## src/hdl/rgb_to_hsv_8bit_macros.svh

```systemverilog
// ----------------------------------------------------------------------------
// rgb_to_hsv_8bit_macros.svh
// Assertion macros shared by the RGB to HSV converter.
// They compile to nothing when SYNTHESIS is defined.
// ----------------------------------------------------------------------------
`ifndef RGB_TO_HSV_8BIT_MACROS_SVH
`define RGB_TO_HSV_8BIT_MACROS_SVH
`ifndef SYNTHESIS
// same-cycle implication, disabled while reset is low
`define RTH_ASSERT_IMP(lbl, clk, rstn, ante, cons) \
    lbl: assert property (@(posedge clk) disable iff (!rstn) (ante) |-> (cons)) \
        else $error("rgb_to_hsv_8bit: assertion failed");
// next-cycle implication, disabled while reset is low
`define RTH_ASSERT_NXT(lbl, clk, rstn, ante, cons) \
    lbl: assert property (@(posedge clk) disable iff (!rstn) (ante) |=> (cons)) \
        else $error("rgb_to_hsv_8bit: assertion failed");
`else
`define RTH_ASSERT_IMP(lbl, clk, rstn, ante, cons)
`define RTH_ASSERT_NXT(lbl, clk, rstn, ante, cons)
`endif
`endif

```

## src/hdl/rth_pkg.sv

```systemverilog
// ----------------------------------------------------------------------------
// rth_pkg
// Widths, types and constants of the RGB to HSV converter.
// ----------------------------------------------------------------------------
package rth_pkg;

    // pixel channel width
    localparam int PixW = 8;
    // dividend width: 255 * span needs 16 bits
    localparam int DvdW = 2 * PixW;

    // divider pipeline: quotient bits resolved per stage
    localparam int DivBitsPerStage = 2;
    localparam int DivStages       = PixW / DivBitsPerStage;

    // conversion constants
    localparam int SatFull     = 255;
    localparam int HueSector   = 43;
    localparam int HueOfsRed   = 0;
    localparam int HueOfsGreen = 85;
    localparam int HueOfsBlue  = 171;

    typedef logic [PixW-1:0] t_pix;
    typedef logic [DvdW-1:0] t_dvd;

    // per-item sideband that rides along the divider stages
    typedef struct packed {
        t_pix mx;    // brightness
        logic gray;  // all channels equal
        logic neg;   // hue term is negative
        t_pix ofs;   // sector offset
    } t_side;

endpackage

```

## src/hdl/rth_div.sv

```systemverilog
// ----------------------------------------------------------------------------
// rth_div
// Pipelined restoring divider, unsigned, with a quotient known to fit in
// PixW bits. DivBitsPerStage quotient bits are resolved per stage, MSB first.
// ----------------------------------------------------------------------------
module rth_div (
    input  logic                            i_clk,
    input  logic [rth_pkg::DivStages-1:0]   i_en,
    input  rth_pkg::t_dvd                   i_dividend,
    input  rth_pkg::t_pix                   i_divisor,
    output rth_pkg::t_pix                   o_quotient
);
    import rth_pkg::*;

    t_dvd r_rem [DivStages];
    t_pix r_dvs [DivStages];
    t_pix r_quo [DivStages];

    genvar j;
    generate
        for (j = 0; j < DivStages; j++) begin : g_stage
            t_dvd          rem_in;
            t_pix          dvs_in;
            t_pix          quo_in;
            t_dvd          n_rem;
            t_pix          n_quo;
            logic [DvdW:0] trial;

            // stage inputs: the dividend for the first stage, else the previous stage
            if (j == 0) begin : g_first
                assign rem_in = i_dividend;
                assign dvs_in = i_divisor;
                assign quo_in = '0;
            end else begin : g_next
                assign rem_in = r_rem[j-1];
                assign dvs_in = r_dvs[j-1];
                assign quo_in = r_quo[j-1];
            end

            // trial subtract of the shifted divisor, one quotient bit per step
            always_comb begin
                n_rem = rem_in;
                n_quo = quo_in;
                trial = '0;
                for (int s = 0; s < DivBitsPerStage; s++) begin
                    trial = {1'b0, n_rem}
                          - ((DvdW+1)'(dvs_in) << (PixW - 1 - j * DivBitsPerStage - s));
                    if (!trial[DvdW]) begin
                        n_rem = trial[DvdW-1:0];
                    end
                    n_quo = {n_quo[PixW-2:0], ~trial[DvdW]};
                end
            end

            always_ff @(posedge i_clk) begin
                if (i_en[j]) begin
                    r_rem[j] <= n_rem;
                    r_dvs[j] <= dvs_in;
                    r_quo[j] <= n_quo;
                end
            end
        end
    endgenerate

    assign o_quotient = r_quo[DivStages-1];

endmodule

```

## src/hdl/rgb_to_hsv_8bit.sv

```systemverilog
// ----------------------------------------------------------------------------
// rgb_to_hsv_8bit
// Converts one 8-bit RGB pixel per item to 8-bit hue, saturation and value.
// ----------------------------------------------------------------------------
// Input channel: i_valid / o_ready with i_red, i_green, i_blue. An item is
// taken on a rising edge with both high.
// Output channel: o_valid / i_ready with o_hue, o_saturation, o_brightness.
// Each item gives exactly one result, in order.
// Throughput: one item per cycle while the output does not stall. The depth
// is set by the two dividers (saturation and hue term), four stages of two
// quotient bits each, plus a sort stage, a scaling stage and the output
// register.
// Every stage has its own valid bit; a stage loads whenever it is empty or
// the stage after it moves, so bubbles close up while the output stalls.
// When i_ready stays low the result is held in the output register and
// o_ready falls only once all seven stages are full. Nothing is lost or
// repeated.
// Reset (synchronous, active low) clears all valid bits; the data registers
// are not reset.
// ----------------------------------------------------------------------------
`include "rgb_to_hsv_8bit_macros.svh"

module rgb_to_hsv_8bit (
    input  logic          i_clk,
    input  logic          i_rst_n,
    input  logic          i_valid,
    output logic          o_ready,
    input  rth_pkg::t_pix i_red,
    input  rth_pkg::t_pix i_green,
    input  rth_pkg::t_pix i_blue,
    output logic          o_valid,
    input  logic          i_ready,
    output rth_pkg::t_pix o_hue,
    output rth_pkg::t_pix o_saturation,
    output rth_pkg::t_pix o_brightness
);
    import rth_pkg::*;

    // stage positions
    localparam int NStg   = DivStages + 3;
    localparam int StgA   = 0;
    localparam int StgB   = 1;
    localparam int StgD0  = 2;
    localparam int StgOut = NStg - 1;

    logic [NStg-1:0] r_vld;
    logic [NStg-1:0] stage_en;

    // load enables: a stage moves when empty or when its successor moves
    always_comb begin
        stage_en[StgOut] = !r_vld[StgOut] || i_ready;
        for (int k = StgOut - 1; k >= 0; k--) begin
            stage_en[k] = !r_vld[k] || stage_en[k+1];
        end
    end

    assign o_ready = stage_en[StgA];
    assign o_valid = r_vld[StgOut];

    // valid bits
    always_ff @(posedge i_clk) begin
        if (!i_rst_n) begin
            r_vld <= '0;
        end else begin
            if (stage_en[StgA]) begin
                r_vld[StgA] <= i_valid;
            end
            for (int k = 1; k < NStg; k++) begin
                if (stage_en[k]) begin
                    r_vld[k] <= r_vld[k-1];
                end
            end
        end
    end

    // ---------------- stage A: max, min, sector ----------------
    t_pix                n_a_mx;
    t_pix                n_a_mn;
    t_pix                n_a_ofs;
    logic signed [PixW:0] n_a_diff;
    t_pix                r_a_mx;
    t_pix                r_a_mn;
    t_pix                r_a_ofs;
    logic signed [PixW:0] r_a_diff;

    always_comb begin
        // red wins ties, then green
        if (i_red >= i_green && i_red >= i_blue) begin
            n_a_mx   = i_red;
            n_a_ofs  = PixW'(HueOfsRed);
            n_a_diff = $signed({1'b0, i_green}) - $signed({1'b0, i_blue});
        end else if (i_green >= i_blue) begin
            n_a_mx   = i_green;
            n_a_ofs  = PixW'(HueOfsGreen);
            n_a_diff = $signed({1'b0, i_blue}) - $signed({1'b0, i_red});
        end else begin
            n_a_mx   = i_blue;
            n_a_ofs  = PixW'(HueOfsBlue);
            n_a_diff = $signed({1'b0, i_red}) - $signed({1'b0, i_green});
        end
        n_a_mn = (i_red < i_green) ? i_red : i_green;
        if (i_blue < n_a_mn) begin
            n_a_mn = i_blue;
        end
    end

    always_ff @(posedge i_clk) begin
        if (stage_en[StgA]) begin
            r_a_mx   <= n_a_mx;
            r_a_mn   <= n_a_mn;
            r_a_ofs  <= n_a_ofs;
            r_a_diff <= n_a_diff;
        end
    end

    // ---------------- stage B: span and dividends ----------------
    t_pix          b_span;
    logic [PixW:0] b_mag_full;
    t_pix          b_mag;
    t_dvd          r_b_sat_dvd;
    t_dvd          r_b_hue_dvd;
    t_pix          r_b_mx;
    t_pix          r_b_span;
    t_side         r_b_side;

    assign b_span     = r_a_mx - r_a_mn;
    assign b_mag_full = r_a_diff[PixW] ? (~r_a_diff + 1'b1) : r_a_diff;
    assign b_mag      = b_mag_full[PixW-1:0];

    always_ff @(posedge i_clk) begin
        if (stage_en[StgB]) begin
            r_b_sat_dvd   <= DvdW'(b_span) * DvdW'(SatFull);
            r_b_hue_dvd   <= DvdW'(b_mag) * DvdW'(HueSector);
            r_b_mx        <= r_a_mx;
            r_b_span      <= b_span;
            r_b_side.mx   <= r_a_mx;
            r_b_side.gray <= (b_span == '0);
            r_b_side.neg  <= r_a_diff[PixW];
            r_b_side.ofs  <= r_a_ofs;
        end
    end

    // ---------------- dividers ----------------
    t_pix sat_quo;
    t_pix hue_quo;

    rth_div u_sat_div (
        .i_clk      (i_clk),
        .i_en       (stage_en[StgD0 +: DivStages]),
        .i_dividend (r_b_sat_dvd),
        .i_divisor  (r_b_mx),
        .o_quotient (sat_quo)
    );

    rth_div u_hue_div (
        .i_clk      (i_clk),
        .i_en       (stage_en[StgD0 +: DivStages]),
        .i_dividend (r_b_hue_dvd),
        .i_divisor  (r_b_span),
        .o_quotient (hue_quo)
    );

    // sideband delay matching the divider stages
    t_side r_side [DivStages];

    always_ff @(posedge i_clk) begin
        if (stage_en[StgD0]) begin
            r_side[0] <= r_b_side;
        end
        for (int k = 1; k < DivStages; k++) begin
            if (stage_en[StgD0 + k]) begin
                r_side[k] <= r_side[k-1];
            end
        end
    end

    // ---------------- output stage: hue sum and masking ----------------
    t_side side_d;
    t_pix  hue_term;
    t_pix  n_hue;
    t_pix  n_sat;
    t_pix  r_hue;
    t_pix  r_sat;
    t_pix  r_val;

    assign side_d   = r_side[DivStages-1];
    assign hue_term = side_d.neg ? PixW'(~hue_quo + 1'b1) : hue_quo;

    always_comb begin
        // black forces gray, so hue goes to zero with it
        n_hue = side_d.gray ? '0 : PixW'(side_d.ofs + hue_term);
        n_sat = (side_d.mx == '0) ? '0 : sat_quo;
    end

    always_ff @(posedge i_clk) begin
        if (stage_en[StgOut]) begin
            r_hue <= n_hue;
            r_sat <= n_sat;
            r_val <= side_d.mx;
        end
    end

    assign o_hue        = r_hue;
    assign o_saturation = r_sat;
    assign o_brightness = r_val;

    // ---------------- checks ----------------
    `RTH_ASSERT_IMP(a_black_zero, i_clk, i_rst_n, o_valid && (o_brightness == '0), (o_hue == '0) && (o_saturation == '0))
    `RTH_ASSERT_IMP(a_gray_hue, i_clk, i_rst_n, o_valid && (o_saturation == '0), o_hue == '0)
    `RTH_ASSERT_IMP(a_full_stall, i_clk, i_rst_n, !o_ready, &r_vld)
    `RTH_ASSERT_NXT(a_out_fill, i_clk, i_rst_n, !r_vld[StgOut] && r_vld[StgOut-1], o_valid)

endmodule

```

## config.mk

```make
export PLATFORM = sky130hd
export DESIGN_NAME = rgb_to_hsv_8bit
export DESIGN_NICKNAME = d
export VERILOG_FILES = /design/src/hdl/rth_pkg.sv /design/src/hdl/rth_div.sv /design/src/hdl/rgb_to_hsv_8bit.sv
export VERILOG_INCLUDE_DIRS = /design/src /design/src/hdl
export SDC_FILE = /design/constraint.sdc
export NUM_CORES = 1
export LEC_CHECK = 0
export BUFFER_PORTS_ARGS = -buffer_cell sky130_fd_sc_hd__buf_4
export CAP_MARGIN = 10
export CORE_ASPECT_RATIO = 0.6
export CORE_MARGIN = 1.5
export CORE_UTILIZATION = 30
export CTS_BUF_LIST = sky130_fd_sc_hd__clkbuf_4
export DETAILED_ROUTE_END_ITERATION = 8
export SLEW_MARGIN = 20
export SYNTH_ARGS = -nofsm -noshare
export SYNTH_HDL_FRONTEND = slang
export SYNTH_HIERARCHICAL = 1
export SYNTH_SLANG_ARGS = --single-unit
```

## constraint.sdc

```tcl
create_clock -name i_clk -period 13.9 [get_ports i_clk]
set_clock_uncertainty 0.05 [all_clocks]
set_input_delay 2.78 -clock i_clk [delete_from_list [all_inputs] [get_ports i_clk]]
set_output_delay 2.78 -clock i_clk [all_outputs]
set_load 0.05 [all_outputs]
```

==> flow_metrics.tcl <==
set metrics [dict create \
    criticalPathCategory "in2out" \
    min_from "r_side[2][0]" \
    rr_startpoint "r_a_mx[1]" \
    floorplan.initialDensity 0.302 \
    grt_max_degree 70 \
    std_cell_rows 79 \
    setup_viol 0 \
    crit_family "simple AND/OR/NAND/NOR gates" \
    tritoncts "built" \
    clockBufferDepth 3 \
    cpMaxStageDelayCell "nor2b_1" \
    die_width_um 364 \
    vias_per_cell 4.78 \
    finalWeightedCongestion 0.871 \
    layout-drive-gt1-share 0.134 \
    yosysTopAreaCell "edfxtp_1" \
    tns_ns 0 \
    mostFrequentLayoutCells "edfxtp_1 (338), ha_1 (251), inv_1 (246), nor2_1 (158), a21oi_1 (134)" \
    r2r_setup_slack_ns 7.79 \
    hold_end "r_side[3][0]" \
    cp_max_fo 29 \
    antenna_found_initial 3 \
    async_flop_share 0 \
    period_share 0.550 \
    finalNetCount 2574 \
    cts_resized 0 \
    grt_pass1_wl_um 84800 \
    hold_violations 0 \
    worstRegToRegCells 20 \
    drtAntennaViolNets 0 \
    ys_seq_elements 345 \
    coreArea_um2 77400 \
    layout_min_cycle_time_ns 7.65 \
    grt_util_all_layers 0.132 \
    syn_avg_cell_area_um2 11.1 \
    io_buffer_count 53 \
    hp-class "reg2reg" \
    synth_flop_cell "edfxtp_1" \
    drt_first_pass_iters 5 \
    cpPeakStageDelay_ns 0.46 \
    cts_max_level 3 \
    netlist_area_um2 23400 \
    ctsRootBufferMaster "clkbuf_4" \
    synth_area_leaders "edfxtp_1 (43%), ha_1 (13%), fa_1 (4.1%)" \
    ys_warn_count 6 \
    fill_cells 7597 \
    cp.buffers_inverters 3 \
    post-cts-setup-buffers 0 \
    synthCells 2107 \
    synth-edff-count 338 \
    worstMarginPinSlew_ns 1.07 \
    max_slew_margin 0.282 \
    drt_iter0_markers 1072 \
    worstSetupEndpointType "primary output" \
    grt_overflow_total 0 \
    mostFrequentLayoutCell "edfxtp_1" \
    fp.dieH_um 219 \
    drv_cap 0 \
    whs_path_depth 0 \
    drc_errors 0 \
    routedWlPerCell_um 15.6 \
    io_pins 54 \
    vias 16121 \
    routed_wl_um 52600 \
    insertion_delay_ns 0.83 \
    fmax_mhz 131 \
    grt_setup_unrepaired "no" \
    synth.distinct_cells 91 \
    clock_sinks 345 \
    start_kind "primary input" \
    grt_pass1_vias 16000 \
    clk_pin_slew_ns 0.07 \
    path_cells "buf_4 > nor2b_1 > and3_1 > and2_1 > and3_1 > nand2_1 > buf_4 > buf_4" \
    required_ns 11.07 \
    status "completed" \
    cpMostUsedCell "buf_4" \
    syn_to_final_growth_pct 12.4 \
    cts_buffers 88 \
    timing.rr.end "r_b_sat_dvd[14]" \
    yosysTopAreaCellShare 0.434 \
    drv_slew 0 \
    hpwl_um 41200 \
    die-area_um2 79700 \
    ys_seq_area_frac 0.440 \
    arrival_ns 4.82 \
    cts_hold_buf 0 \
]
## synthesized netlist by cell type (4+ instances only)
| cell | number |
|---|---|
| mux2_4 | 9 |
| mux2i_1 | 61 |
| edfxtp_1 | 338 |
| dfxtp_1 | 7 |
| nand2b_1 | 25 |
| nand2_1 | 71 |
| a21oi_1 | 134 |
| o21ai_0 | 107 |
| xor2_1 | 30 |
| nor4_1 | 7 |
| nand4b_1 | 5 |
| and3_1 | 11 |
| o211a_1 | 4 |
| nand4_1 | 8 |
| a21boi_0 | 9 |
| mux2_2 | 51 |
| nand3_1 | 18 |
| a211oi_1 | 14 |
| o31a_1 | 11 |
| and2_1 | 13 |
| inv_1 | 249 |
| a2111oi_0 | 4 |
| nor3_1 | 42 |
| o41a_1 | 4 |
| clkbuf_1 | 12 |
| nor2b_1 | 49 |
| ha_1 | 251 |
| xnor2_1 | 90 |
| fa_1 | 48 |
| a31oi_1 | 14 |
| o211ai_1 | 12 |
| or4_1 | 6 |
| o21bai_1 | 10 |
| o31ai_1 | 18 |
| a21o_1 | 40 |
| nor2_1 | 158 |
| buf_2 | 5 |
| or3_1 | 19 |
| o21ai_1 | 4 |
| or2_2 | 11 |
| nor3b_1 | 4 |
| o21a_1 | 47 |
## kinds of logic after synthesis
kind of cell,after synthesis,synth area share
AO/OA/AOI/OAI,478,0.135
XOR/XNOR,123,0.0470
adder cells (fa/ha/maj),300,0.176
buffers and inverters,271,0.0444
flip-flops,345,0.440
multiplexers,121,0.0564
other,1,0.000160
AND/OR/NAND/NOR,468,0.102
## sequential cells by signal, summed over array words and instances (netlist names)
signal	cells
u_hue_div/r_dvs	24
u_hue_div/r_rem	48
r_b_side	13
u_hue_div/r_quo	20
u_sat_div/r_dvs	24
r_a_ofs	3
u_sat_div/r_rem	48
o_brightness	8
r_vld	7
r_a_mx	8
o_hue	8
r_a_mn	8
r_side	52
r_b_sat_dvd	16
r_b_hue_dvd	14
r_b_span	7
r_a_diff	9
o_saturation	8
u_sat_div/r_quo	20
## layout make-up
| class | count | area [um2] | share of cell area |
|---|---|---|---|
| clock inverters | 31 | 201 | 0.00766 |
| clock buffers | 127 | 953 | 0.0362 |
| multi-input cells | 1497 | 12100 | 0.460 |
| flip-flops and latches | 345 | 10300 | 0.391 |
| diodes | 4 | 10.0 | 0.000380 |
| well taps | 1053 | 1320 | 0.0501 |
| inverters | 250 | 940 | 0.0357 |
| repair buffers | 65 | 488 | 0.0185 |
## how the worst max path moves through the flow
stage | startpoint | end | slack, ns | cells past startpoint
3_5_place_dp | i_ready | o_ready | 6.26 | 8
2_1_floorplan | i_ready | o_ready | 6.70 | 5
3_3_place_gp | i_ready | o_ready | 6.28 | 8
5_1_grt | i_ready | o_ready | 6.08 | 8
4_1_cts | i_ready | o_ready | 6.24 | 8
6_report | i_ready | o_ready | 6.25 | 8
## per-layer routing
metal	share of wire	GRT usage	up-vias
li1	-	-	8013
met1	0.54	0.203	7608
met2	0.39	0.184	438
met3	0.055	0.0301	62
met4	0.015	0.0339	0
met5	0	0	-
## stage by stage
step | util | std cells | hold slack [ns] | setup WS (ns) | area, um2
after floorplan | - | 2113 | 0.350 | 6.70 | 23400
after global placement | 0.325 | 3210 | 0.352 | 6.28 | 25100
after detailed placement | 0.325 | 3210 | 0.355 | 6.26 | 25100
after CTS | 0.340 | 3368 | 0.326 | 6.24 | 26300
after global routing | 0.340 | 3370 | 0.352 | 6.08 | 26300
final | 0.340 | 3372 | 0.338 | 6.25 | 26300
## worst reg2reg max path: stages (launching register included)
cell and delay, ns:
edfxtp_1 0.44, ha_1 0.32, nor2b_1 0.15, o31a_1 0.28, a21oi_1 0.61, inv_1 0.19
ha_1 0.38, xor2_1 0.22, ha_1 0.38, inv_1 0.05, fa_1 0.50, fa_1 0.54
inv_1 0.04, ha_1 0.34, nand2_1 0.08, o21ai_0 0.17, o41a_1 0.39, a41o_1 0.26
o21ai_0 0.15, a21boi_0 0.15, xor2_1 0.16
Power is not shown: default switching activity piles up to over one toggle a cycle in this logic, so the estimate is an artifact.
